===== src/rtl/core/bbnm_pkg.sv =====
package bbnm_pkg;

    // Field widths sized for the largest supported MAX_WIDTH / MAX_RADIUS.
    localparam int PIX_W       = 8;
    localparam int WORD_W      = 32;
    localparam int ROW_W       = 16;
    localparam int COL_W       = 13;
    localparam int WID_W       = 14;
    localparam int CFGW_W      = 11;
    localparam int RAD_W       = 3;
    localparam int TAP_W       = RAD_W + 1;
    localparam int RING_W      = 4;
    localparam int SUM_W       = 16;
    localparam int PROD_W      = 41;
    localparam int RECIP_W     = 25;
    localparam int RECIP_SHIFT = 24;
    localparam int CFG_IDX_W   = 2;
    localparam int CFG_DATA_W  = 16;

    localparam int DEF_MAX_WIDTH  = 1024;
    localparam int DEF_MAX_RADIUS = 3;
    localparam int DEF_CHANNELS   = 4;

    localparam logic [CFG_IDX_W-1:0] REG_WIDTH  = 2'd0;
    localparam logic [CFG_IDX_W-1:0] REG_HEIGHT = 2'd1;
    localparam logic [CFG_IDX_W-1:0] REG_RADIUS = 2'd2;

    typedef struct packed {
        logic [WID_W-1:0] width;
        logic [ROW_W-1:0] height;
        logic [RAD_W-1:0] radius;
    } cfg_t;

    typedef struct packed {
        logic [WORD_W-1:0] pixel;
        logic [COL_W-1:0]  cx;
        logic [ROW_W-1:0]  cy;
        logic [RING_W-1:0] ring;
        logic              release_any;
        logic [COL_W-1:0]  x_lo;
        logic [COL_W-1:0]  x_hi;
        logic [ROW_W-1:0]  y_lo;
        logic [ROW_W-1:0]  y_hi;
    } job_t;

    // ceil(2^24 / (2r+1)^2): exact quotient for sums below 2^15
    function automatic logic [RECIP_W-1:0] recip(input logic [RAD_W-1:0] r);
        logic [RECIP_W-1:0] m;
        unique case (r)
            3'd0: m = 25'd16777216;
            3'd1: m = 25'd1864136;
            3'd2: m = 25'd671089;
            3'd3: m = 25'd342393;
            3'd4: m = 25'd207127;
            3'd5: m = 25'd138655;
            3'd6: m = 25'd99274;
            3'd7: m = 25'd74566;
            default: m = 25'd16777216;
        endcase
        return m;
    endfunction

endpackage


===== src/rtl/core/bbnm_queue.sv =====
module bbnm_queue
    import bbnm_pkg::*;
(
    input  logic clk,
    input  logic rst_n,
    input  logic push,
    input  job_t push_job,
    output logic full,
    input  logic pop,
    output logic head_valid,
    output job_t head_job
);

    job_t       slot_reg [2];
    logic       wr_ptr_reg, rd_ptr_reg;
    logic [1:0] count_reg;

    assign full       = (count_reg == 2'd2);
    assign head_valid = (count_reg != 2'd0);
    assign head_job   = slot_reg[rd_ptr_reg];

    always_ff @(posedge clk)
    begin
        if (push)
            slot_reg[wr_ptr_reg] <= push_job;
    end

    always_ff @(posedge clk or negedge rst_n)
    begin
        if (!rst_n)
        begin
            wr_ptr_reg <= 1'b0;
            rd_ptr_reg <= 1'b0;
            count_reg  <= 2'd0;
        end
        else
        begin
            if (push)
                wr_ptr_reg <= !wr_ptr_reg;
            if (pop)
                rd_ptr_reg <= !rd_ptr_reg;
            count_reg <= count_reg + 2'(push) - 2'(pop);
        end
    end

endmodule


===== config.mk =====
export PLATFORM = sky130hd
export DESIGN_NAME = bbnm_queue
export DESIGN_NICKNAME = d
export VERILOG_FILES = /design/src/rtl/core/bbnm_pkg.sv /design/src/rtl/core/bbnm_queue.sv
export SDC_FILE = /design/constraint.sdc
export NUM_CORES = 1
export LEC_CHECK = 0
export BUFFER_PORTS_ARGS = -buffer_cell sky130_fd_sc_hd__buf_2
export CAP_MARGIN = 20
export CORE_MARGIN = 8
export CORE_UTILIZATION = 56
export CTS_CLUSTER_SIZE = 8
export DETAILED_ROUTE_END_ITERATION = 16
export GPL_TIMING_DRIVEN = 0
export PLACE_DENSITY_LB_ADDON = 0.1
export SYNTH_ARGS = -nofsm -noshare
export SYNTH_HDL_FRONTEND = slang
export SYNTH_SLANG_ARGS = --single-unit

===== constraint.sdc =====
create_clock -name clk -period 18.25 [get_ports clk]
set_input_delay 0.9125 -clock clk [delete_from_list [all_inputs] [get_ports clk]]
set_output_delay 0.9125 -clock clk [all_outputs]
set_load 0.005 [all_outputs]

==> impl_metrics.ini <==
[cts]
htree_levels = 2
postCtsSetupRepairBufs = 0
ctsRootBufferMaster = clkbuf_16
tritoncts = built
cts_buffers = 37
clock_sinks = 252
clkTransAtPathRegs_ns = 0.05
ctsHoldBuffers = 0
clk_path_buf_depth = 3
clock_latency_ns = 0.49
ctsResizeCount = 0

[die]
die_w_um = 145
start_util_pct = 56.7
std_cell_rows = 47
coreArea_mm2 = 0.0165
die_area_mm2 = 0.0211
die_h_um = 145
ios = 254

[worst_setup_path]
reg2reg_slack_ns = 16.20
crit_path_end = head_job[107]
worstRegToRegCells = 3
critPathLaunch = rd_ptr_reg$_DFFE_PN0P_
crit_required_ns = 17.34
critical_path_class = flop to output port
path_buf_inv = 4
cp-end-kind = output port
crit_path_max_fanout = 10
cp_slowest_cell = dfrtp_1
worstSetupPathDepth = 5
r2r-start = wr_ptr_reg$_DFFE_PN0P_
crit_family = buffers and inverters
slowest_delay_ns = 0.36
worst_setup_path_start_kind = flop
timing.rr.end = slot_reg[0][113]$_DFFE_PP_
cp.arrival_ns = 1.84
path_cells = buf_6 > buf_6 > buf_6 > mux2_4 > buf_2
cpMostUsedCell = buf_6

[status]
outcome = complete, no violations

[job]
drv_cap = 0

[routing]
routedWlPerCell_um = 19.9
drt-vias-per-instance = 5.04
initialDrtViolationCount = 173
wl_um = 18700
first_pass_iters = 4
drc = 0
drt.antenna.violating_nets = 0
vias = 4718

[power_and_ir_drop]
intPower_mw = 1.44
pwr-share-comb_pct = 27.2
ir_drop_mv = 0.126
power_switching_share_pct = 25.2
powerDensity_mw_per_mm2 = 160
pwr-share-seq_pct = 41.2
clkPwrFrac_pct = 31.6
p_leak_nw = 4.77
switching_power_mw = 0.487

[yosys]
syn_area_mm2 = 0.00934
synth_async_sr_flop_share_pct = 1.59
synth_fp_nets = 531
synthFlopType = edfxtp_1
yosys-top-cells-count = edfxtp_1 (248), mux2_2 (74), mux2_4 (50)
yosysTopAreaCellShare_pct = 79.7
post_synth_num_cell_types = 13
yosys_warnings = 0
synth.most_common_cell = edfxtp_1
synth.top_cells.by_area = edfxtp_1 (80%), mux2_2 (8.9%), mux2_4 (8.0%), dfrtp_1 (1.1%), buf_6 (0.84%)
ys_ff_latch = 252
syn_avg_cell_area_um2 = 23.3
ys_seq_area_share_pct = 80.8
synth_edf_count = 248
syn_inst = 401
synth_top_area_cell = edfxtp_1

[cells_and_area]
nFillCells = 1020
multiInputGateArea_mm2 = 0.00169
drive_gt1_share_pct = 61.6
largest_register_ffs = 248
regArea_mm2 = 0.00755
nNetsFinal = 828
area_growth_pct = 29.2
final_area_mm2 = 0.0121
final-instance-count-excl-fill = 936

[place]
port_buffers = 253
place_ws_ns = 15.52
dpl.hpwl_um = 13200
dp.cells = 879
placed_cell_area_mm2 = 0.0110
gp_congestion = 0.756

[global_route]
gr-total-overflow = 0
grt_pass1_vias = 5286
grt_pass1_wl_um = 28600
grt_usage_pct = 17.5
antenna_found_initial = 5
grt_max_degree = 54

[sta]
finalSetupTns_ns = 0
finalClockSkew_ns = 0.0115
rsz0062_at_grt = no
postLayoutSetupSlackWorst_ns = 15.50
tightestPinTransition_ns = 0.888
setup_violations = 0
relSlewSlack_pct = 40.6
min_period_ns = 2.75
slew_viol_final = 0
fin_hold_ws_ns = 0.221
hold_violations = 0
fmax_mhz = 363
period_share_pct = 15.1

[min_path]
hold_path.class = primary input to asynchronous set/reset pin
-- logic make-up after synthesis --
family | Yosys count | share of synthesized area [%]
XOR/XNOR | 3 | 0.442
adder cells (fa/ha/maj) | 2 | 0.268
buffers and inverters | 16 | 1.30
flip-flops | 252 | 80.8
multiplexers | 124 | 17.0
AND/OR/NAND/NOR | 4 | 0.268
-- area by class of cell --
cell class | instances | share of cell area (%)
diodes | 2 | 0.0414
plain buffers | 14 | 0.943
clock buffers | 53 | 8.52
clock inverters | 2 | 0.321
inverters | 2 | 0.0622
multi-input cells | 133 | 14.0
flip-flops and latches | 252 | 62.5
well taps | 220 | 2.28
repair buffers | 258 | 11.4
-- through the flow --
stage	util [%]	power (mW)
after floorplan	-	1.13
after global placement	66.1	1.34
after detailed placement	66.8	1.34
after CTS	73.3	1.96
after global routing	73.3	2.02
final	73.3	1.93
-- cell usage in the layout, fill, tap and decap left out --
cell / count
clkbuf_16: 39
nor2b_4: 1
buf_6: 7
xor3_1: 1
buf_2: 260
buf_16: 1
inv_1: 2
xor2_1: 2
nor2b_1: 1
inv_6: 1
bufinv_16: 1
diode_2: 2
and2_4: 1
dfrtp_1: 4
mux2_2: 74
mux2_4: 50
or2_2: 1
buf_12: 4
clkbuf_1: 14
ha_1: 2
edfxtp_1: 248
-- per-layer routing --
metal  part of all wire (%)  global-route usage, %  up-vias  wire (µm)
met4                    1.9                   5.88        6        351
li1                       -                      -     2196          -
met3                     10                   8.68       36       1960
met5                   0.18                      0        -         33
met1                     36                   18.1     2282       6650
met2                     52                   30.4      198       9670
-- how the worst min path moves through the flow --
stage | to | from | slack (ns) | cells past startpoint
3_3_place_gp | wr_ptr_reg$_DFFE_PN0P_ | wr_ptr_reg$_DFFE_PN0P_ | 0.47 | 1
6_report | count_reg[1]$_DFF_PN0_ | rst_n | 0.22 | 1
3_5_place_dp | wr_ptr_reg$_DFFE_PN0P_ | wr_ptr_reg$_DFFE_PN0P_ | 0.58 | 1
5_1_grt | count_reg[1]$_DFF_PN0_ | rst_n | 0.20 | 1
4_1_cts | count_reg[1]$_DFF_PN0_ | rst_n | 0.20 | 1
2_1_floorplan | wr_ptr_reg$_DFFE_PN0P_ | wr_ptr_reg$_DFFE_PN0P_ | 0.46 | 1
-- power groups by stage --
| stage | logic [mW] | clock network (mW) | registers (mW) |
|---|---|---|---|
| finish | 0.525 | 0.611 | 0.796 |
| global route | 0.571 | 0.647 | 0.805 |
| CTS | 0.540 | 0.624 | 0.797 |
| detailed placement | 0.537 | 0 | 0.806 |
| global placement | 0.510 | 0 | 0.830 |
| floorplan | 0.318 | 0 | 0.817 |
-- worst reg2reg max path, delay by kind of cell, from the launching register on --
family | cells | cell delay, ns
buf+inv | 2 | 0.57
flops | 1 | 0.43
simple gates | 1 | 0.72
(Power assumes the default switching activity.)
